==> config.mk <==
export PLATFORM = sky130hd
export DESIGN_NAME = ordered_list_insert_remove
export DESIGN_NICKNAME = d
export VERILOG_FILES = /design/src/hdl/olir_pkg.sv /design/src/hdl/olir_ctrl.sv /design/src/hdl/olir_dpath.sv /design/src/hdl/ordered_list_insert_remove.sv
export SDC_FILE = /design/constraint.sdc
export NUM_CORES = 2
export LEC_CHECK = 0
export ABC_AREA = 1
export BUFFER_PORTS_ARGS = -buffer_cell sky130_fd_sc_hd__buf_2
export CAP_MARGIN = 10
export CORE_ASPECT_RATIO = 1.4
export CORE_UTILIZATION = 26
export DETAILED_ROUTE_END_ITERATION = 8
export PLACE_DENSITY_LB_ADDON = 0.1
export SLEW_MARGIN = 20
export SYNTH_ARGS = -nofsm -noshare
export SYNTH_HDL_FRONTEND = slang
export SYNTH_SLANG_ARGS = --single-unit
==> constraint.sdc <==
create_clock -name clk_i -period 5.8 [get_ports clk_i]
set_input_delay 0.29 -clock clk_i [delete_from_list [all_inputs] [get_ports clk_i]]
set_output_delay 0.29 -clock clk_i [all_outputs]
set_load 0.05 [all_outputs]
==> src/hdl/olir_pkg.sv <==
// Shared types and constants of the ordered list block.
package olir_pkg;

  localparam int unsigned REQ_W    = 2;
  localparam int unsigned POS_W    = 6;
  localparam int unsigned ITEM_W   = 32;
  localparam int unsigned STATUS_W = 3;
  localparam int unsigned FILL_W   = 7;

  typedef enum logic [REQ_W-1:0] {
    REQ_INSERT     = 2'd0,
    REQ_REMOVE_POS = 2'd1,
    REQ_REMOVE_VAL = 2'd2,
    REQ_TRAVERSE   = 2'd3
  } req_e;

  typedef enum logic [STATUS_W-1:0] {
    ST_OK       = 3'd0,
    ST_FULL     = 3'd1,
    ST_BADPOS   = 3'd2,
    ST_NULL     = 3'd3,
    ST_NOTFOUND = 3'd4,
    ST_EMPTY    = 3'd5
  } status_e;

  typedef enum logic [1:0] {
    S_IDLE   = 2'd0,
    S_EXEC   = 2'd1,
    S_SEARCH = 2'd2,
    S_EMIT   = 2'd3
  } state_e;

  typedef struct packed {
    logic load_req;
    logic cap_match;
    logic apply;
    logic emit;
  } ctl_cmd_t;

  typedef struct packed {
    logic is_search;
    logic is_walk;
    logic walk_last;
    logic out_free;
  } ctl_sts_t;

endpackage

==> src/hdl/olir_ctrl.sv <==
// Request sequencer of the ordered list block.
module olir_ctrl (
  input  logic                clk_i,
  input  logic                rst_ni,
  input  logic                in_valid_i,
  output logic                in_ready_o,
  input  olir_pkg::ctl_sts_t  sts_i,
  output olir_pkg::ctl_cmd_t  cmd_o
);

  olir_pkg::state_e state_q, state_d;

  always_ff @(posedge clk_i or negedge rst_ni) begin
    if (!rst_ni) begin
      state_q <= olir_pkg::S_IDLE;
    end else begin
      state_q <= state_d;
    end
  end

  always_comb begin
    state_d = state_q;
    unique case (state_q)
      olir_pkg::S_IDLE: begin
        if (in_valid_i) begin
          state_d = olir_pkg::S_EXEC;
        end
      end
      olir_pkg::S_EXEC: begin
        priority if (sts_i.is_search) begin
          state_d = olir_pkg::S_SEARCH;
        end else if (sts_i.is_walk) begin
          state_d = olir_pkg::S_EMIT;
        end else if (sts_i.out_free) begin
          state_d = olir_pkg::S_IDLE;
        end else begin
          state_d = olir_pkg::S_EXEC;
        end
      end
      olir_pkg::S_SEARCH: begin
        if (sts_i.out_free) begin
          state_d = olir_pkg::S_IDLE;
        end
      end
      olir_pkg::S_EMIT: begin
        if (sts_i.out_free && sts_i.walk_last) begin
          state_d = olir_pkg::S_IDLE;
        end
      end
      default: state_d = olir_pkg::S_IDLE;
    endcase
  end

  always_comb begin
    in_ready_o = 1'b0;
    cmd_o      = '0;
    unique case (state_q)
      olir_pkg::S_IDLE: begin
        in_ready_o     = 1'b1;
        cmd_o.load_req = in_valid_i;
      end
      olir_pkg::S_EXEC: begin
        cmd_o.cap_match = sts_i.is_search;
        cmd_o.apply     = !sts_i.is_search && !sts_i.is_walk && sts_i.out_free;
      end
      olir_pkg::S_SEARCH: begin
        cmd_o.apply = sts_i.out_free;
      end
      olir_pkg::S_EMIT: begin
        cmd_o.emit = sts_i.out_free;
      end
      default: begin
        in_ready_o = 1'b0;
      end
    endcase
  end

endmodule

==> src/hdl/olir_dpath.sv <==
// Entry cells, fill count, match search and result register of the ordered list.
module olir_dpath #(
  parameter int unsigned DEPTH       = 16,
  parameter int unsigned VALUE_WIDTH = 32
) (
  input  logic                               clk_i,
  input  logic                               rst_ni,
  input  olir_pkg::ctl_cmd_t                 cmd_i,
  output olir_pkg::ctl_sts_t                 sts_o,
  input  logic [olir_pkg::REQ_W-1:0]         req_type_i,
  input  logic [olir_pkg::POS_W-1:0]         position_i,
  input  logic [olir_pkg::ITEM_W-1:0]        item_value_i,
  output logic                               out_valid_o,
  input  logic                               out_ready_i,
  output logic [olir_pkg::STATUS_W-1:0]      status_o,
  output logic [olir_pkg::ITEM_W-1:0]        out_value_o,
  output logic [olir_pkg::POS_W-1:0]         out_index_o,
  output logic [olir_pkg::FILL_W-1:0]        fill_count_o,
  output logic                               last_o
);

  localparam int unsigned CNT_W = $clog2(DEPTH + 1);
  localparam int unsigned IDX_W = (DEPTH > 1) ? $clog2(DEPTH) : 1;
  localparam int unsigned CMP_W = olir_pkg::FILL_W;

  olir_pkg::req_e                 req_q;
  logic [olir_pkg::POS_W-1:0]     pos_q;
  logic [VALUE_WIDTH-1:0]         val_q;
  logic [CNT_W-1:0]               count_q, count_d;
  logic [VALUE_WIDTH-1:0]         cells_q [DEPTH];
  logic [VALUE_WIDTH-1:0]         cells_d [DEPTH];
  logic [DEPTH-1:0]               match_q, match_d;
  logic [IDX_W-1:0]               walk_q;

  logic                           out_valid_q;
  logic [olir_pkg::STATUS_W-1:0]  status_q;
  logic [olir_pkg::ITEM_W-1:0]    out_value_q;
  logic [olir_pkg::POS_W-1:0]     out_index_q;
  logic [olir_pkg::FILL_W-1:0]    fill_q;
  logic                           last_q;

  logic [VALUE_WIDTH+olir_pkg::ITEM_W-1:0] in_ext, cell_ext;
  logic [CMP_W+CNT_W-1:0]                  cnt_ext, cnt_next_ext;
  logic [CMP_W+IDX_W-1:0]                  walk_ext, first_ext;
  logic [CMP_W-1:0]                        count_c, pos_c, ins_c, walk_c, first_c;
  logic                                    val_null, list_empty, list_full, found;
  logic [IDX_W-1:0]                        ins_idx, del_idx, first_idx;
  logic                                    do_ins, do_del;
  olir_pkg::status_e                       res_status;
  logic [CMP_W-1:0]                        res_idx;
  logic                                    walk_last;
  logic                                    out_free;

  assign in_ext   = {{olir_pkg::ITEM_W{1'b0}}, item_value_i};
  assign cell_ext = {{olir_pkg::ITEM_W{1'b0}}, cells_q[walk_q]};
  assign cnt_ext  = {{CMP_W{1'b0}}, count_q};
  assign walk_ext = {{CMP_W{1'b0}}, walk_q};
  assign count_c  = cnt_ext[CMP_W-1:0];
  assign walk_c   = walk_ext[CMP_W-1:0];
  assign pos_c    = {1'b0, pos_q};

  assign val_null   = (val_q == '0);
  assign list_empty = (count_q == '0);
  assign list_full  = (int'(count_c) >= int'(DEPTH));
  assign ins_c      = (pos_c > count_c) ? count_c : pos_c;
  assign ins_idx    = ins_c[IDX_W-1:0];
  assign found      = |match_q;
  assign walk_last  = ((walk_c + CMP_W'(1)) == count_c);
  assign out_free   = !out_valid_q || out_ready_i;

  always_comb begin
    first_idx = '0;
    for (int i = DEPTH - 1; i >= 0; i--) begin
      if (match_q[i]) begin
        first_idx = IDX_W'(i);
      end
    end
  end

  assign first_ext = {{CMP_W{1'b0}}, first_idx};
  assign first_c   = first_ext[CMP_W-1:0];

  always_comb begin
    for (int i = 0; i < DEPTH; i++) begin
      match_d[i] = (cells_q[i] == val_q) && (i < int'(count_c));
    end
  end

  always_comb begin
    res_status = olir_pkg::ST_OK;
    res_idx    = '0;
    do_ins     = 1'b0;
    do_del     = 1'b0;
    del_idx    = pos_q[IDX_W-1:0];
    unique case (req_q)
      olir_pkg::REQ_INSERT: begin
        priority if (val_null) begin
          res_status = olir_pkg::ST_NULL;
        end else if (list_full) begin
          res_status = olir_pkg::ST_FULL;
        end else begin
          do_ins  = 1'b1;
          res_idx = ins_c;
        end
      end
      olir_pkg::REQ_REMOVE_POS: begin
        priority if (list_empty) begin
          res_status = olir_pkg::ST_EMPTY;
        end else if (pos_c >= count_c) begin
          res_status = olir_pkg::ST_BADPOS;
        end else begin
          do_del  = 1'b1;
          res_idx = pos_c;
        end
      end
      olir_pkg::REQ_REMOVE_VAL: begin
        del_idx = first_idx;
        priority if (val_null) begin
          res_status = olir_pkg::ST_NULL;
        end else if (list_empty) begin
          res_status = olir_pkg::ST_EMPTY;
        end else if (!found) begin
          res_status = olir_pkg::ST_NOTFOUND;
        end else begin
          do_del  = 1'b1;
          res_idx = first_c;
        end
      end
      olir_pkg::REQ_TRAVERSE: begin
        res_status = olir_pkg::ST_EMPTY;
      end
      default: res_status = olir_pkg::ST_OK;
    endcase
  end

  always_comb begin
    cells_d = cells_q;
    count_d = count_q;
    if (cmd_i.apply && do_ins) begin
      for (int i = 1; i < DEPTH; i++) begin
        if (i > int'(ins_idx)) begin
          cells_d[i] = cells_q[i-1];
        end
      end
      cells_d[ins_idx] = val_q;
      count_d          = count_q + CNT_W'(1);
    end else if (cmd_i.apply && do_del) begin
      for (int i = 0; i < DEPTH - 1; i++) begin
        if (i >= int'(del_idx)) begin
          cells_d[i] = cells_q[i+1];
        end
      end
      count_d = count_q - CNT_W'(1);
    end
  end

  assign cnt_next_ext = {{CMP_W{1'b0}}, count_d};

  always_ff @(posedge clk_i or negedge rst_ni) begin
    if (!rst_ni) begin
      count_q     <= '0;
      out_valid_q <= 1'b0;
    end else begin
      count_q <= count_d;
      if (cmd_i.apply || cmd_i.emit) begin
        out_valid_q <= 1'b1;
      end else if (out_ready_i) begin
        out_valid_q <= 1'b0;
      end
    end
  end

  always_ff @(posedge clk_i) begin
    cells_q <= cells_d;
    if (cmd_i.load_req) begin
      req_q  <= olir_pkg::req_e'(req_type_i);
      pos_q  <= position_i;
      val_q  <= in_ext[VALUE_WIDTH-1:0];
      walk_q <= '0;
    end else if (cmd_i.emit) begin
      walk_q <= walk_q + IDX_W'(1);
    end
    if (cmd_i.cap_match) begin
      match_q <= match_d;
    end
    if (cmd_i.apply) begin
      status_q    <= res_status;
      out_value_q <= '0;
      out_index_q <= res_idx[olir_pkg::POS_W-1:0];
      fill_q      <= cnt_next_ext[CMP_W-1:0];
      last_q      <= 1'b1;
    end else if (cmd_i.emit) begin
      status_q    <= olir_pkg::ST_OK;
      out_value_q <= cell_ext[olir_pkg::ITEM_W-1:0];
      out_index_q <= walk_c[olir_pkg::POS_W-1:0];
      fill_q      <= count_c;
      last_q      <= walk_last;
    end
  end

  assign sts_o.is_search = (req_q == olir_pkg::REQ_REMOVE_VAL) && !val_null && !list_empty;
  assign sts_o.is_walk   = (req_q == olir_pkg::REQ_TRAVERSE) && !list_empty;
  assign sts_o.walk_last = walk_last;
  assign sts_o.out_free  = out_free;

  assign out_valid_o  = out_valid_q;
  assign status_o     = status_q;
  assign out_value_o  = out_value_q;
  assign out_index_o  = out_index_q;
  assign fill_count_o = fill_q;
  assign last_o       = last_q;

  a_count_bound: assert property (@(posedge clk_i) disable iff (!rst_ni)
    int'(count_c) <= int'(DEPTH))
    else $error("fill count beyond depth");

  a_count_on_apply: assert property (@(posedge clk_i) disable iff (!rst_ni)
    (count_q != $past(count_q)) |-> $past(cmd_i.apply))
    else $error("fill count changed without a request being applied");

  a_load_when_free: assert property (@(posedge clk_i) disable iff (!rst_ni)
    (cmd_i.apply || cmd_i.emit) |-> out_free)
    else $error("result register overwritten while occupied");

  a_single_load: assert property (@(posedge clk_i) disable iff (!rst_ni)
    !(cmd_i.apply && cmd_i.emit))
    else $error("apply and emit in the same cycle");

  a_walk_in_range: assert property (@(posedge clk_i) disable iff (!rst_ni)
    cmd_i.emit |-> (walk_c < count_c))
    else $error("traverse index beyond fill count");

endmodule

==> src/hdl/ordered_list_insert_remove.sv <==
// Top level of the ordered list with positional insert and remove.
//
//   channel | direction | words
//   in      | input     | req_type, position, item_value
//   out     | output    | status, out_value, out_index, fill_count, last
//
// Insert and remove-at-position: accept, then an apply step that shifts the cells from the target
// index on. Remove-by-value adds a step that registers the compare vector before the
// priority pick. Traverse: accept, a decode step, then one emitted word per cycle while the
// output is free.
// Reset clears the fill count and the control state; the cells hold no reset value.
// A stalled output holds the sequencer; a new word is taken while a result still waits.
module ordered_list_insert_remove #(
  parameter int unsigned DEPTH       = 16,
  parameter int unsigned VALUE_WIDTH = 32
) (
  input  logic                           clk_i,
  input  logic                           rst_ni,
  input  logic                           in_valid_i,
  output logic                           in_ready_o,
  input  logic [olir_pkg::REQ_W-1:0]     req_type_i,
  input  logic [olir_pkg::POS_W-1:0]     position_i,
  input  logic [olir_pkg::ITEM_W-1:0]    item_value_i,
  output logic                           out_valid_o,
  input  logic                           out_ready_i,
  output logic [olir_pkg::STATUS_W-1:0]  status_o,
  output logic [olir_pkg::ITEM_W-1:0]    out_value_o,
  output logic [olir_pkg::POS_W-1:0]     out_index_o,
  output logic [olir_pkg::FILL_W-1:0]    fill_count_o,
  output logic                           last_o
);

  olir_pkg::ctl_cmd_t cmd;
  olir_pkg::ctl_sts_t sts;

  olir_ctrl u_ctrl (
    .clk_i      (clk_i),
    .rst_ni     (rst_ni),
    .in_valid_i (in_valid_i),
    .in_ready_o (in_ready_o),
    .sts_i      (sts),
    .cmd_o      (cmd)
  );

  olir_dpath #(
    .DEPTH       (DEPTH),
    .VALUE_WIDTH (VALUE_WIDTH)
  ) u_dpath (
    .clk_i        (clk_i),
    .rst_ni       (rst_ni),
    .cmd_i        (cmd),
    .sts_o        (sts),
    .req_type_i   (req_type_i),
    .position_i   (position_i),
    .item_value_i (item_value_i),
    .out_valid_o  (out_valid_o),
    .out_ready_i  (out_ready_i),
    .status_o     (status_o),
    .out_value_o  (out_value_o),
    .out_index_o  (out_index_o),
    .fill_count_o (fill_count_o),
    .last_o       (last_o)
  );

endmodule

==> impl_metrics.ini <==
[critical_path]
path_buf_inv = 4
r2r_start = u_dpath.count_q[3]
crit_path_max_fanout = 39
crit_required_ps = 6360
slowest_delay_ps = 800
cp-end-kind = flip-flop
path_common_cell = nand2_1
r2r-end = u_dpath.cells_q[450]
r2r_slack_ps = 920
reg2reg_depth = 17
cp_top_family = simple AND/OR/NAND/NOR gates
cp.depth = 17
crit_slowest_cell = inv_2
crit_path_start_kind = flip-flop
critPathKind = reg -> reg
arrival_ps = 5440
cp_cell_sequence = inv_1 -> ha_1 -> nand2_1 -> nor3_1 -> o21ai_1 -> nand3_2 -> nand2_4 -> o21ai_2 -> inv_2 -> nor2_2 -> nand2_2 -> inv_2 -> buf_4 -> nand2_1 -> o21ai_0 -> nand2_1 -> o21ai_0

[timing]
max_freq_mhz = 205
setup_viol = 0
finClkSkew_ps = 41.1
period_needed_ps = 4880
grt_setup_unrepaired = no
tns_ps = 0
max-slew-margin-rel = 0.0324
hold_viol_final = 0
max_slew.worst_pin.slew_ps = 1450
setup_ws_ps = 925
final.period_utilization = 0.841
slew_viol_final = 0

[synthesis]
yosys.area.top_type = edfxtp_1
ys_seq_elements = 627
synthFlopType = edfxtp_1
synth_common_cells = 1208 x nand2_1, 802 x o21ai_0, 582 x edfxtp_1
postSynthCellCount = 5395
synth_edf_count = 582
synth_top_area_frac = 0.421
avgSynthCellArea_um2 = 7.69
synth_most_common_cell = nand2_1
ys_warn_count = 0
yosysUniqueCellTypes = 47
synth_area_um2 = 41500
ys_seq_area_frac = 0.444
synth_async_sr_flop_share = 0.0128
netlist_top_cells_area = edfxtp_1 42%, nand2_1 11%, o21ai_0 9.7%, o22ai_1 7.1%, inv_1 4.9%

[grt]
grt_start_max_net_pins = 218
grt_pass1_vias = 40658
grt_use_total = 0.299
antenna_found_initial = 11
grt_pass1_wl_um = 337000
gr-total-overflow = 0

[drt]
vias_per_cell = 5.56
ant_nets = 0
drc = 0
postRouteWirelength_um = 247000
vias = 41578
wl_per_cell_um = 33.0
drt_iter0_drc = 4757
drt_pass1_iterations = 6

[place]
gp_congestion = 1.01
place_hpwl_um = 185000
dp_worst_setup_slack_ps = 1030
numPortBuffers = 92

[cts]
cts_resized = 0
cts_buffer_depth = 3
clockRootBuffer = clkbuf_16
clkTransAtPathRegs_ps = 70
cts_buffers = 79
cts_setup_buffers = 0
cts_tree = yes
cts-htree-levels = 3
holdBufCountCts = 41
clock-sinks = 627
insertion_delay_ps = 730

[pwr]
total_power_mw = 22.5
p_leak_nw = 17.2
p_per_area_nw_per_um2 = 477
vdd_drop_max_v = 0.000438

[die]
core_um2 = 159000
die_x_um = 340
die_h_um = 475
dieArea_um2 = 161000
rows = 173
initial_utilization = 0.262
ios = 95

[cells_and_area]
seq_area_um2 = 18400
syn_to_final_growth_pct = 13.6
drive_above_1_share = 0.0813
fill_cells = 17259
final_nets = 5369
multi_input_area_um2 = 19200

[hold_path]
min_to = u_dpath.walk_q[3]
worstHoldPathCells = 4
min_path_type = in -> reg
min-delay-start = in_valid_i

[flow_run]
cap_violations = 0

[status]
status = completed
## metal layers
metal,wire length [um],GRT usage,up-vias
met4,25500,0.275,0
li1,-,-,18770
met3,12500,0.0353,580
met1,90400,0.328,20309
met5,0,0,-
met2,118000,0.505,1919
## report_power, final
part | internal, mW | switching [mW]
clock network | 2.84 | 2.28
logic | 2.61 | 8.62
registers | 5.64 | 0.487
## worst register-to-register path: cells and delay by family (launching register included)
kind                     cells  cell delay [ps]
AND/OR/NAND/NOR              8             1650
buffers and inverters        4             1520
flip-flops                   1              640
adder cells (fa/ha/maj)      1              360
AO/OA/AOI/OAI                4              580
## worst max path at each step
stage	startpoint	to	slack, ps
global placement	u_dpath.val_q[26]	u_dpath.cells_q[441]	1090
detailed placement	u_dpath.count_q[3]	u_dpath.cells_q[450]	1030
floorplan	u_dpath.count_q[4]	u_dpath.cells_q[320]	780
global route	u_dpath.count_q[3]	u_dpath.cells_q[458]	650
CTS	u_dpath.count_q[3]	u_dpath.cells_q[450]	990
finish	u_dpath.count_q[3]	u_dpath.cells_q[450]	920
## metrics by stage
step	utilization	cell area (um2)	hold WS, ps	std cells
6_report	0.297	47200	32.3	7482
5_1_grt	0.297	47200	60.7	7475
4_1_cts	0.297	47200	2.92	7474
3_5_place_dp	0.279	44200	170	7286
3_3_place_gp	0.279	44200	168	7285
2_1_floorplan	-	41500	-5.59	5397
## cell type report
class                           count  share of cell area
Tap cell                         2100              0.0557
Sequential cell                   627               0.391
Multi-Input combinational cell   3738               0.407
Antenna cell                        8            0.000424
Clock inverter                     43             0.00698
Inverter                          570              0.0457
Clock buffer                      104              0.0465
Timing Repair Buffer              292              0.0469
## cell families (layout without fill, tap and decap cells)
| kind of cell | count (synthesis) | in the layout | share of synthesized area |
|---|---|---|---|
| other | 1 | 11 | 0.0000903 |
| DFF | 627 | 627 | 0.444 |
| AOI/OAI and AO/OA | 1771 | 1771 | 0.236 |
| adders and majority gates | 17 | 17 | 0.00512 |
| xor gates and xnor gates | 165 | 165 | 0.0348 |
| buffers and inverters | 1032 | 1009 | 0.0987 |
| and+or+nand+nor | 1782 | 1782 | 0.181 |
## sequential cells by signal (all words and copies together), names as in the netlist, 3 cells and up
name,count
u_dpath.fill_count_o,5
u_dpath.val_q,32
u_dpath.walk_q,4
u_dpath.count_q,5
u_dpath.cells_q,512
u_dpath.out_index_o,6
u_dpath.out_value_o,32
u_dpath.match_q,16
u_dpath.status_o,3
u_dpath.pos_q,6
## placed cells by master, fill, tap and decap left out, types with 41 or more instances in the layout
master         synthesis  layout
a21oi_1              343     334
nand4_1               65      65
o21ai_0              802     801
dlygate4sd3_1          0      41
o22ai_1              472     472
nor4_1                48      46
inv_1                544     539
nor2_1               101      98
nand2_1             1208    1205
buf_2                106      93
edfxtp_1             582     582
xor2_1                76      76
xnor2_1               89      89
o21ai_1               58      56
nand3_1              313     313
a221oi_1              60      60
clkbuf_16              0      82
buf_4                 23     146
No activity file was read; power rests on OpenSTA's default activity.
